`config.mk`:
```
export PLATFORM = sky130hd
export DESIGN_NAME = gregorian_julian_day_date_unit_top
export DESIGN_NICKNAME = d
export VERILOG_FILES = /design/src/rtl/core/gjd_pkg.sv /design/src/rtl/core/gjd_fwd.sv /design/src/rtl/core/gjd_rev.sv /design/src/rtl/core/gregorian_julian_day_date_unit_top.sv
export SDC_FILE = /design/constraint.sdc
export NUM_CORES = 2
export LEC_CHECK = 0
export ABC_AREA = 1
export BUFFER_PORTS_ARGS = -buffer_cell sky130_fd_sc_hd__buf_2
export CORE_ASPECT_RATIO = 2
export CORE_MARGIN = 4
export CORE_UTILIZATION = 59
export DETAILED_ROUTE_END_ITERATION = 10
export GPL_TIMING_DRIVEN = 0
export PLACE_DENSITY = 0.78
export SLEW_MARGIN = 5
export SYNTH_ARGS = -nofsm -noshare
export SYNTH_HDL_FRONTEND = slang
export SYNTH_SLANG_ARGS = --single-unit
```
`constraint.sdc`:
```
create_clock -name clk -period 18.18 [get_ports clk]
set_clock_uncertainty 0.15 [all_clocks]
set_input_delay 0.909 -clock clk [delete_from_list [all_inputs] [get_ports clk]]
set_output_delay 0.909 -clock clk [all_outputs]
set_load 0.01 [all_outputs]
```
`src/rtl/core/gjd_pkg.sv`:
```
// Shared types, op codes and calendar tables of the Gregorian date unit.
// No dependencies; used by gjd_fwd, gjd_rev and the top level.
package gjd_pkg;

  // Register stages from input word to output word
  localparam int GJD_STAGES = 10;

  localparam logic [1:0] OP_TO_JDN     = 2'd0;
  localparam logic [1:0] OP_TO_YMD     = 2'd1;
  localparam logic [1:0] OP_ADD_MONTHS = 2'd2;
  localparam logic [1:0] OP_ADD_YEARS  = 2'd3;

  // 0000-01-01 and 9999-12-31
  localparam logic [22:0] JDN_MIN = 23'd1721060;
  localparam logic [22:0] JDN_MAX = 23'd5373484;

  // One load enable per pipeline stage
  typedef logic [GJD_STAGES-1:0] gjd_adv_t;

  typedef struct packed {
    logic [13:0] year;
    logic [3:0]  month;
    logic [4:0]  day;
    logic [22:0] jdn;
    logic        bad;
  } gjd_result_t;

  function automatic logic [4:0] month_len(input logic [3:0] m, input logic leap);
    logic [4:0] len;
    unique case (m)
      4'd1, 4'd3, 4'd5, 4'd7, 4'd8, 4'd10, 4'd12: len = 5'd31;
      4'd4, 4'd6, 4'd9, 4'd11:                     len = 5'd30;
      4'd2:                                        len = leap ? 5'd29 : 5'd28;
      default:                                     len = 5'd0;
    endcase
    return len;
  endfunction

  // 367 * (m - 2 + 12*[m <= 2]) / 12
  function automatic logic [8:0] month_offset(input logic [3:0] m);
    logic [8:0] v;
    unique case (m)
      4'd1:    v = 9'd336;
      4'd2:    v = 9'd367;
      4'd3:    v = 9'd30;
      4'd4:    v = 9'd61;
      4'd5:    v = 9'd91;
      4'd6:    v = 9'd122;
      4'd7:    v = 9'd152;
      4'd8:    v = 9'd183;
      4'd9:    v = 9'd214;
      4'd10:   v = 9'd244;
      4'd11:   v = 9'd275;
      4'd12:   v = 9'd305;
      default: v = 9'd0;
    endcase
    return v;
  endfunction

  // (153 * mm + 2) / 5, mm counts months from March
  function automatic logic [8:0] day_base(input logic [3:0] mm);
    logic [8:0] v;
    unique case (mm)
      4'd0:    v = 9'd0;
      4'd1:    v = 9'd31;
      4'd2:    v = 9'd61;
      4'd3:    v = 9'd92;
      4'd4:    v = 9'd122;
      4'd5:    v = 9'd153;
      4'd6:    v = 9'd184;
      4'd7:    v = 9'd214;
      4'd8:    v = 9'd245;
      4'd9:    v = 9'd275;
      4'd10:   v = 9'd306;
      4'd11:   v = 9'd337;
      default: v = 9'd0;
    endcase
    return v;
  endfunction

endpackage

```
`src/rtl/core/gjd_fwd.sv`:
```
// Date check, month/year shift and date to Julian day number, 7 stages plus delay.
// Depends on gjd_pkg; stage enables come from the top level.
module gjd_fwd (
  input  logic                clk,
  input  gjd_pkg::gjd_adv_t   ld,
  input  logic [1:0]          operation,
  input  logic [13:0]         year_in,
  input  logic [3:0]          month_in,
  input  logic [4:0]          day_in,
  input  logic signed [17:0]  delta,
  output gjd_pkg::gjd_result_t res
);

  localparam int FWD_DEPTH = 7;
  localparam int DLY       = gjd_pkg::GJD_STAGES - FWD_DEPTH;

  // stage 0: y/100 estimate, month index, shifted year
  logic [26:0]        y_prod0;
  logic [17:0]        ym12;
  logic signed [19:0] t_n;
  logic signed [19:0] ys_n;
  logic [1:0]         s0_op;
  logic [13:0]        s0_y;
  logic [3:0]         s0_m;
  logic [4:0]         s0_d;
  logic [7:0]         s0_q100;
  logic signed [19:0] s0_t;
  logic signed [19:0] s0_ys;

  assign y_prod0 = {13'd0, year_in} * 27'd5243;
  assign ym12    = {1'b0, year_in, 3'b0} + {2'b0, year_in, 2'b0};
  assign t_n     = {2'b0, ym12} + {16'd0, month_in} + {{2{delta[17]}}, delta} - 20'd1;
  assign ys_n    = {6'd0, year_in} + {{2{delta[17]}}, delta};

  always_ff @(posedge clk) begin
    if (ld[0]) begin
      s0_op   <= operation;
      s0_y    <= year_in;
      s0_m    <= month_in;
      s0_d    <= day_in;
      s0_q100 <= y_prod0[26:19];
      s0_t    <= t_n;
      s0_ys   <= ys_n;
    end
  end

  // stage 1: input validity, range checks, t/12 estimate
  logic [14:0] c100_1;
  logic        leap1;
  logic        date_ok;
  logic        t_ok;
  logic        ys_ok;
  logic [33:0] t_prod;
  logic        bad1;
  logic [1:0]  s1_op;
  logic [13:0] s1_y;
  logic [3:0]  s1_m;
  logic [4:0]  s1_d;
  logic [13:0] s1_tq;
  logic [16:0] s1_t;
  logic [13:0] s1_ys;
  logic        s1_bad;

  assign c100_1  = {7'd0, s0_q100} * 15'd100;
  assign leap1   = (s0_y[1:0] == 2'd0) && (({1'b0, s0_y} != c100_1) || (s0_q100[1:0] == 2'd0));
  assign date_ok = (s0_y <= 14'd9999) && (s0_d != 5'd0) &&
                   (s0_d <= gjd_pkg::month_len(s0_m, leap1));
  assign t_ok    = !s0_t[19] && (s0_t[18:0] <= 19'd119999);
  assign ys_ok   = !s0_ys[19] && (s0_ys[18:0] <= 19'd9999);
  assign t_prod  = {17'd0, s0_t[16:0]} * 34'd87382;
  assign bad1    = !date_ok ||
                   ((s0_op == gjd_pkg::OP_ADD_MONTHS) && !t_ok) ||
                   ((s0_op == gjd_pkg::OP_ADD_YEARS) && !ys_ok);

  always_ff @(posedge clk) begin
    if (ld[1]) begin
      s1_op  <= s0_op;
      s1_y   <= s0_y;
      s1_m   <= s0_m;
      s1_d   <= s0_d;
      s1_tq  <= t_prod[33:20];
      s1_t   <= s0_t[16:0];
      s1_ys  <= s0_ys[13:0];
      s1_bad <= bad1;
    end
  end

  // stage 2: pick the new year and month
  logic [16:0] tq12;
  logic [16:0] mrem;
  logic [13:0] ny2;
  logic [3:0]  nm2;
  logic [13:0] s2_y;
  logic [3:0]  s2_m;
  logic [4:0]  s2_d;
  logic        s2_bad;

  assign tq12 = {s1_tq, 3'b0} + {1'b0, s1_tq, 2'b0};
  assign mrem = s1_t - tq12;

  always_comb begin
    unique case (s1_op)
      gjd_pkg::OP_ADD_MONTHS: begin
        ny2 = s1_tq;
        nm2 = mrem[3:0] + 4'd1;
      end
      gjd_pkg::OP_ADD_YEARS: begin
        ny2 = s1_ys;
        nm2 = s1_m;
      end
      default: begin
        ny2 = s1_y;
        nm2 = s1_m;
      end
    endcase
  end

  always_ff @(posedge clk) begin
    if (ld[2]) begin
      s2_y   <= ny2;
      s2_m   <= nm2;
      s2_d   <= s1_d;
      s2_bad <= s1_bad;
    end
  end

  // stage 3: new year / 100
  logic [26:0] y_prod3;
  logic [7:0]  s3_q100;
  logic [13:0] s3_y;
  logic [3:0]  s3_m;
  logic [4:0]  s3_d;
  logic        s3_bad;

  assign y_prod3 = {13'd0, s2_y} * 27'd5243;

  always_ff @(posedge clk) begin
    if (ld[3]) begin
      s3_q100 <= y_prod3[26:19];
      s3_y    <= s2_y;
      s3_m    <= s2_m;
      s3_d    <= s2_d;
      s3_bad  <= s2_bad;
    end
  end

  // stage 4: clamp day to the new month length
  logic [14:0] c100_4;
  logic        leap4;
  logic [4:0]  len4;
  logic [13:0] s4_y;
  logic [3:0]  s4_m;
  logic [4:0]  s4_d;
  logic        s4_bad;

  assign c100_4 = {7'd0, s3_q100} * 15'd100;
  assign leap4  = (s3_y[1:0] == 2'd0) && (({1'b0, s3_y} != c100_4) || (s3_q100[1:0] == 2'd0));
  assign len4   = gjd_pkg::month_len(s3_m, leap4);

  always_ff @(posedge clk) begin
    if (ld[4]) begin
      s4_y   <= s3_y;
      s4_m   <= s3_m;
      s4_d   <= (s3_d > len4) ? len4 : s3_d;
      s4_bad <= s3_bad;
    end
  end

  // stage 5: Fliegel-van Flandern products
  logic        jan_feb;
  logic [14:0] yy5;
  logic [14:0] cc5;
  logic [25:0] p_prod;
  logic [27:0] q_prod;
  logic [25:0] s5_p;
  logic [8:0]  s5_qc;
  logic [8:0]  s5_mo;
  logic [13:0] s5_y;
  logic [3:0]  s5_m;
  logic [4:0]  s5_d;
  logic        s5_bad;

  assign jan_feb = (s4_m <= 4'd2);
  assign yy5     = {1'b0, s4_y} + 15'd4800 - {14'd0, jan_feb};
  assign cc5     = {1'b0, s4_y} + 15'd4900 - {14'd0, jan_feb};
  assign p_prod  = {11'd0, yy5} * 26'd1461;
  assign q_prod  = {13'd0, cc5} * 28'd5243;

  always_ff @(posedge clk) begin
    if (ld[5]) begin
      s5_p   <= p_prod;
      s5_qc  <= q_prod[27:19];
      s5_mo  <= gjd_pkg::month_offset(s4_m);
      s5_y   <= s4_y;
      s5_m   <= s4_m;
      s5_d   <= s4_d;
      s5_bad <= s4_bad;
    end
  end

  // stage 6: final sum
  logic [10:0] qc3;
  logic [23:0] jsum;
  gjd_pkg::gjd_result_t s6_res;

  assign qc3  = {1'b0, s5_qc, 1'b0} + {2'b0, s5_qc};
  assign jsum = s5_p[25:2] + {19'd0, s5_d} + {15'd0, s5_mo} - 24'd32075 - {15'd0, qc3[10:2]};

  always_ff @(posedge clk) begin
    if (ld[6]) begin
      if (s5_bad) begin
        s6_res <= '{year: 14'd0, month: 4'd0, day: 5'd0, jdn: 23'd0, bad: 1'b1};
      end else begin
        s6_res <= '{year: s5_y, month: s5_m, day: s5_d, jdn: jsum[22:0], bad: 1'b0};
      end
    end
  end

  // delay to line up with the Julian-to-date path
  gjd_pkg::gjd_result_t dly [DLY];

  always_ff @(posedge clk) begin
    for (int k = 0; k < DLY; k++) begin
      if (ld[FWD_DEPTH + k]) begin
        dly[k] <= (k == 0) ? s6_res : dly[(k == 0) ? 0 : k - 1];
      end
    end
  end

  assign res = dly[DLY-1];

endmodule

```
`src/rtl/core/gjd_rev.sv`:
```
// Julian day number to Gregorian date (Calendar FAQ inverse), 10 stages.
// Depends on gjd_pkg; divisions by constants as reciprocal estimate plus correction.
module gjd_rev (
  input  logic                 clk,
  input  gjd_pkg::gjd_adv_t    ld,
  input  logic [22:0]          julian_in,
  output gjd_pkg::gjd_result_t res
);

  localparam int LAST = gjd_pkg::GJD_STAGES - 1;

  // day number and range flag ride alongside
  logic [22:0] j_q   [LAST];
  logic        bad_q [LAST];

  always_ff @(posedge clk) begin
    for (int k = 0; k < LAST; k++) begin
      if (ld[k]) begin
        if (k == 0) begin
          j_q[k]   <= julian_in;
          bad_q[k] <= (julian_in < gjd_pkg::JDN_MIN) || (julian_in > gjd_pkg::JDN_MAX);
        end else begin
          j_q[k]   <= j_q[(k == 0) ? 0 : k - 1];
          bad_q[k] <= bad_q[(k == 0) ? 0 : k - 1];
        end
      end
    end
  end

  // s0: x1 = 4*(j + 32045) - 1
  logic [24:0] s0_x1;

  always_ff @(posedge clk) begin
    if (ld[0]) s0_x1 <= {julian_in, 2'b0} + 25'd128179;
  end

  // s1: b estimate = x1 / 146097
  logic [32:0] q1_prod;
  logic [24:0] s1_x1;
  logic [7:0]  s1_q1;

  assign q1_prod = {8'd0, s0_x1} * 33'd229;

  always_ff @(posedge clk) begin
    if (ld[1]) begin
      s1_x1 <= s0_x1;
      s1_q1 <= q1_prod[32:25];
    end
  end

  // s2: back-multiply
  logic [24:0] s2_x1;
  logic [7:0]  s2_q1;
  logic [25:0] s2_p1;

  always_ff @(posedge clk) begin
    if (ld[2]) begin
      s2_x1 <= s1_x1;
      s2_q1 <= s1_q1;
      s2_p1 <= {18'd0, s1_q1} * 26'd146097;
    end
  end

  // s3: correct b, keep remainder
  logic [25:0] r0;
  logic [25:0] r0d;
  logic        ge1;
  logic [7:0]  s3_b;
  logic [17:0] s3_r1;

  assign r0  = {1'b0, s2_x1} - s2_p1;
  assign r0d = r0 - 26'd146097;
  assign ge1 = (r0 >= 26'd146097);

  always_ff @(posedge clk) begin
    if (ld[3]) begin
      s3_b  <= ge1 ? s2_q1 + 8'd1 : s2_q1;
      s3_r1 <= ge1 ? r0d[17:0] : r0[17:0];
    end
  end

  // s4: x2 = 4c - 1 = r + (b mod 4), e estimate = x2 / 1461
  logic [17:0] x2;
  logic [25:0] q2_prod;
  logic [17:0] s4_x2;
  logic [7:0]  s4_q2;
  logic [7:0]  s4_b;

  assign x2      = s3_r1 + {16'd0, s3_b[1:0]};
  assign q2_prod = {8'd0, x2} * 26'd179;

  always_ff @(posedge clk) begin
    if (ld[4]) begin
      s4_x2 <= x2;
      s4_q2 <= q2_prod[25:18];
      s4_b  <= s3_b;
    end
  end

  // s5: back-multiply
  logic [17:0] s5_x2;
  logic [7:0]  s5_q2;
  logic [18:0] s5_p2;
  logic [7:0]  s5_b;

  always_ff @(posedge clk) begin
    if (ld[5]) begin
      s5_x2 <= s4_x2;
      s5_q2 <= s4_q2;
      s5_p2 <= {11'd0, s4_q2} * 19'd1461;
      s5_b  <= s4_b;
    end
  end

  // s6: correct e
  logic [18:0] r20;
  logic [18:0] r20d;
  logic        ge2;
  logic [7:0]  s6_e;
  logic [10:0] s6_r2;
  logic [7:0]  s6_b;

  assign r20  = {1'b0, s5_x2} - s5_p2;
  assign r20d = r20 - 19'd1461;
  assign ge2  = (r20 >= 19'd1461);

  always_ff @(posedge clk) begin
    if (ld[6]) begin
      s6_e  <= ge2 ? s5_q2 + 8'd1 : s5_q2;
      s6_r2 <= ge2 ? r20d[10:0] : r20[10:0];
      s6_b  <= s5_b;
    end
  end

  // s7: day of year f, month estimate (5f - 3) / 153
  logic [11:0] fs;
  logic [8:0]  f7;
  logic [10:0] x3;
  logic [14:0] q3_prod;
  logic [8:0]  s7_f;
  logic [10:0] s7_x3;
  logic [3:0]  s7_q3;
  logic [7:0]  s7_e;
  logic [7:0]  s7_b;

  assign fs      = {1'b0, s6_r2} + 12'd1 + {10'd0, s6_e[1:0]};
  assign f7      = fs[10:2];
  assign x3      = {f7, 2'b0} + {2'b0, f7} - 11'd3;
  assign q3_prod = {4'd0, x3} * 15'd13;

  always_ff @(posedge clk) begin
    if (ld[7]) begin
      s7_f  <= f7;
      s7_x3 <= x3;
      s7_q3 <= q3_prod[14:11];
      s7_e  <= s6_e;
      s7_b  <= s6_b;
    end
  end

  // s8: correct month index
  logic [11:0] p3;
  logic [11:0] p3_hi;
  logic [3:0]  s8_mm;
  logic [8:0]  s8_f;
  logic [7:0]  s8_e;
  logic [7:0]  s8_b;

  assign p3    = {8'd0, s7_q3} * 12'd153;
  assign p3_hi = p3 + 12'd153;

  always_ff @(posedge clk) begin
    if (ld[8]) begin
      s8_mm <= ({1'b0, s7_x3} >= p3_hi) ? s7_q3 + 4'd1 : s7_q3;
      s8_f  <= s7_f;
      s8_e  <= s7_e;
      s8_b  <= s7_b;
    end
  end

  // s9: assemble the date
  logic        wrap;
  logic [8:0]  dd;
  logic [14:0] yy;
  logic [3:0]  mo;

  assign wrap = (s8_mm >= 4'd10);
  assign dd   = s8_f - gjd_pkg::day_base(s8_mm);
  assign mo   = wrap ? s8_mm - 4'd9 : s8_mm + 4'd3;
  assign yy   = {7'd0, s8_b} * 15'd100 + {7'd0, s8_e} + {14'd0, wrap} - 15'd4800;

  always_ff @(posedge clk) begin
    if (ld[LAST]) begin
      if (bad_q[LAST-1]) begin
        res <= '{year: 14'd0, month: 4'd0, day: 5'd0, jdn: 23'd0, bad: 1'b1};
      end else begin
        res <= '{year: yy[13:0], month: mo, day: dd[4:0], jdn: j_q[LAST-1], bad: 1'b0};
      end
    end
  end

endmodule

```
`src/rtl/core/gregorian_julian_day_date_unit_top.sv`:
```
// Top level of the Gregorian date unit: handshake, valid pipeline and result select.
// Depends on gjd_pkg, gjd_fwd and gjd_rev.
//
//   channel  handshake           payload
//   in       in_valid/in_stall   operation, year_in, month_in, day_in, julian_in, delta
//   out      out_valid/out_stall year_out, month_out, day_out, julian_out, bad_date
//
// Every word passes through gjd_pkg::GJD_STAGES (10) register stages; one word can
// enter per cycle, so the sustained rate is one word per clock while out_stall is low. The depth
// is set by the Julian-to-date chain of three reciprocal divisions with correction.
// Reset (rst, synchronous) clears only the stage valid bits; data registers keep junk.
// A stage loads when it is empty or the stage after it moves, so out_stall backs up
// through the valid bits to in_stall without dropping or repeating a word.
module gregorian_julian_day_date_unit_top (
  input  logic               clk,
  input  logic               rst,
  input  logic               in_valid,
  output logic               in_stall,
  input  logic [1:0]         operation,
  input  logic [13:0]        year_in,
  input  logic [3:0]         month_in,
  input  logic [4:0]         day_in,
  input  logic [22:0]        julian_in,
  input  logic signed [17:0] delta,
  output logic               out_valid,
  input  logic               out_stall,
  output logic [13:0]        year_out,
  output logic [3:0]         month_out,
  output logic [4:0]         day_out,
  output logic [22:0]        julian_out,
  output logic               bad_date
);

  localparam int LAST = gjd_pkg::GJD_STAGES - 1;

  logic [LAST:0]        vld;     // stage valid bits
  logic [LAST:0]        use_rev; // word is a Julian-to-date conversion
  gjd_pkg::gjd_adv_t    rdy;     // stage may load this cycle
  gjd_pkg::gjd_result_t fwd_res;
  gjd_pkg::gjd_result_t rev_res;
  gjd_pkg::gjd_result_t sel_res;

  // Ready ripples back from the output
  always_comb begin
    rdy[LAST] = !vld[LAST] || !out_stall;
    for (int k = LAST - 1; k >= 0; k--) begin
      rdy[k] = !vld[k] || rdy[k+1];
    end
  end

  assign in_stall = !rdy[0];

  always_ff @(posedge clk) begin
    if (rst) begin
      vld <= '0;
    end else begin
      if (rdy[0]) vld[0] <= in_valid;
      for (int k = 1; k <= LAST; k++) begin
        if (rdy[k]) vld[k] <= vld[k-1];
      end
    end
  end

  always_ff @(posedge clk) begin
    if (rdy[0]) use_rev[0] <= (operation == gjd_pkg::OP_TO_YMD);
    for (int k = 1; k <= LAST; k++) begin
      if (rdy[k]) use_rev[k] <= use_rev[k-1];
    end
  end

  // Date check, shifts and date-to-Julian path (ops 0, 2, 3)
  gjd_fwd u_fwd (
    .clk       (clk),
    .ld        (rdy),
    .operation (operation),
    .year_in   (year_in),
    .month_in  (month_in),
    .day_in    (day_in),
    .delta     (delta),
    .res       (fwd_res)
  );

  // Julian-to-date path (op 1)
  gjd_rev u_rev (
    .clk       (clk),
    .ld        (rdy),
    .julian_in (julian_in),
    .res       (rev_res)
  );

  // Both paths end in registers, so the output word holds while stalled
  assign sel_res    = use_rev[LAST] ? rev_res : fwd_res;
  assign out_valid  = vld[LAST];
  assign year_out   = sel_res.year;
  assign month_out  = sel_res.month;
  assign day_out    = sel_res.day;
  assign julian_out = sel_res.jdn;
  assign bad_date   = sel_res.bad;

endmodule
```
==> flow_summary.toml <==
[yosys]
synth_xor_area_frac = 0.0355
postSynthAreaPerCell_um2 = 10.7
ys_seq_area_frac = 0.403
synth_cells = 7260
synth_simple_gate_area_frac = 0.0961
synth_top_family_by_area = "adder cells"
synth_top_area_share = 0.399
yosys.area.top_type = "edfxtp_1"
synthAdderAreaFrac = 0.324
ys_warn_count = 0
synth_cell_types = 61
synth_edf_count = 1036
synth-compound-area-share = 0.0580
synth_area_leaders = "edfxtp_1 (40%), ha_1 (18%), fa_1 (14%)"
synth-seq-cells = 1051
syn-cell-area_um2 = 78000
synthFlopType = "edfxtp_1"
synth_mux_area_frac = 0.00693
synthArstFlopShare = 0
syn_nets = 9023

[drt]
via_per_inst = 5.55
wire_per_inst_um = 18.4
ant_nets = 0
routed_wl_mm = 170
drc_errors = 0
drt_iter0_drc = 2790
drt_pass1_iterations = 6
vias = 51455

[worst_setup_path]
cpMaxStageDelayCell = "fa_1"
crit_required_ps = 18470
cp_top_family = "adder cells"
crit_type = "register to register"
cp-start-kind = "register"
slowest_delay_ps = 540
cp_max_fo = 9
cpMostUsedCell = "inv_1"
critPathCaptureType = "register"
critical_path_arrival_ps = 9270
path_buf_inv = 9

[global_routing]
grt_pass1_vias = 54934
track_usage = 0.248
grt_overflow = 0
grt_max_degree = 121
grt_pass1_wl_mm = 272
antenna_found_initial = 2

[timing]
finalSetupViolCount = 0
finalHoldViolCount = 0
slew_viol_final = 0
period_share = 0.494
timing.slew.headroom = 0.332
rsz0062_at_grt = "no"
fmax_mhz = 111
worstMarginPinSlew_ps = 998
period_needed_ps = 8980

[finish]
final_nets = 9243
drive_above_1_share = 0.0492
final_cell_area_um2 = 84000
areaGrowthSynthToFinish_pct = 7.66
final_util = 0.640
fill_cells = 9991

[floorplan]
ios = 119
num_rows = 188
start_util = 0.594
die_w_um = 265
core_um2 = 131000
die_h_um = 522
die-area_um2 = 138000

[place]
io_buffers = 117
place.gp.congestion = 0.959
dp_hpwl_mm = 140
dpl_cell_area_um2 = 81000

[clocking]
clk_latency_ps = 710
cts_hold_buf = 0
htree_levels = 3
cts_inserted_buffers = 90
cts_resized = 0
clockBufferDepth = 3
root_buffer = "clkbuf_16"
cts_tree = "done"
post_cts_buffers = 0
clk_pin_slew_worst_paths_ps = 70
cts.sinks = 1051

[run]
max_cap_violations = 0

[outcome]
status = "complete, no violations"

[hold_path]
hp-class = "register to register"
layout by cell type, fill, tap and decap left out, types with 10 or more instances in the layout:
master	n
dfxtp_1	15
edfxtp_1	1036
ha_1	1146
a21oi_1	391
clkbuf_16	90
nor3_1	56
buf_2	118
clkinv_1	16
nand3_1	252
inv_1	1529
or2_2	10
o31ai_1	16
nand4_1	61
nor4_1	27
fa_1	547
a21boi_0	11
o21a_1	16
clkinv_2	13
a21o_1	26
nor2_1	370
xor2_1	207
a31oi_1	22
nand3b_1	17
a211oi_1	16
o21bai_1	25
clkbuf_1	35
nand2_1	960
mux2_2	48
o211ai_1	35
o21ai_0	209
xnor2_1	100
path summary, 6_finish.rpt:
| path | from | endpoint | slack (ps) | cells after the start |
|---|---|---|---|---|
| setup reg to reg | u_fwd.s4_m[2] | u_fwd.s5_qc[6] | 9200 | 39 |
| hold / removal | u_fwd.s2_d[4] | u_fwd.s3_d[4] | 260 | 0 |
| setup / recovery | u_fwd.s4_m[2] | u_fwd.s5_qc[6] | 9200 | 39 |
| hold reg to reg | u_fwd.s2_d[4] | u_fwd.s3_d[4] | 260 | 0 |
sequential cells by signal, indices dropped and copies added, names as in the netlist, 18 cells and up, named ones only:
signal,count
u_fwd.dly,141
u_fwd.s0_t,20
u_fwd.s0_ys,19
u_fwd.s5_p,23
u_fwd.s6_res,47
u_rev.j_q,205
u_rev.res,47
u_rev.s0_x1,23
u_rev.s1_x1,21
u_rev.s2_p1,26
u_rev.s2_x1,21
u_rev.s3_r1,18
u_rev.s4_x2,18
u_rev.s5_p2,19
u_rev.s5_x2,18
cells by family after synthesis:
family | after synthesis
AND/OR/NAND/NOR | 1782
multiplexers | 48
adder cells (fa/ha/maj) | 1693
XOR/XNOR | 312
AO/OA/AOI/OAI | 800
buffers and inverters | 1574
flip-flops | 1051
Yosys cell counts, drive strengths merged (22+ instances only):
cell / n
a21o: 26
a21oi: 392
a31oi: 22
edfxtp: 1036
fa: 547
ha: 1146
inv: 1544
mux2: 48
nand2: 968
nand3: 256
nand4: 63
nor2: 373
nor3: 56
nor4: 27
o211ai: 36
o21ai: 211
o21bai: 25
xnor2: 100
xor2: 212
metrics by stage:
step | TNS (ps) | worst slack [ps] | hold WS, ps | std cells
finish | 0 | 9200 | 260 | 9268
global route | 0 | 8660 | 219 | 9267
CTS | 0 | 9270 | 197 | 9266
detailed placement | 0 | 9320 | 255 | 9098
global placement | -1379020 | -5200 | 251 | 9087
floorplan | 0 | 164 | 250 | 7260
layer usage:
| metal | GRT usage | vias to the layer above | routed length [µm] |
|---|---|---|---|
| met2 | 0.501 | 1410 | 96900 |
| met5 | 0 | - | 13 |
| met1 | 0.235 | 24867 | 55900 |
| li1 | - | 24545 | - |
| met3 | 0.0229 | 631 | 5460 |
| met4 | 0.150 | 2 | 12100 |
area by class of cell:
class                           instances  area [µm²]  area share
Antenna cell                            2        5.00   0.0000596
Buffer                                 29         163     0.00194
Clock buffer                          108        2340      0.0279
Clock inverter                         60         583     0.00694
Inverter                             1545        5820      0.0693
Multi-Input combinational cell       4635       40700       0.484
Sequential cell                      1051       31400       0.374
Tap cell                             1710        2140      0.0255
Timing Repair Buffer                  128         858      0.0102
Power is left out: the tool's default activity adds up to more than one toggle a clock period on the data nets, which glitch-free logic cannot reach.
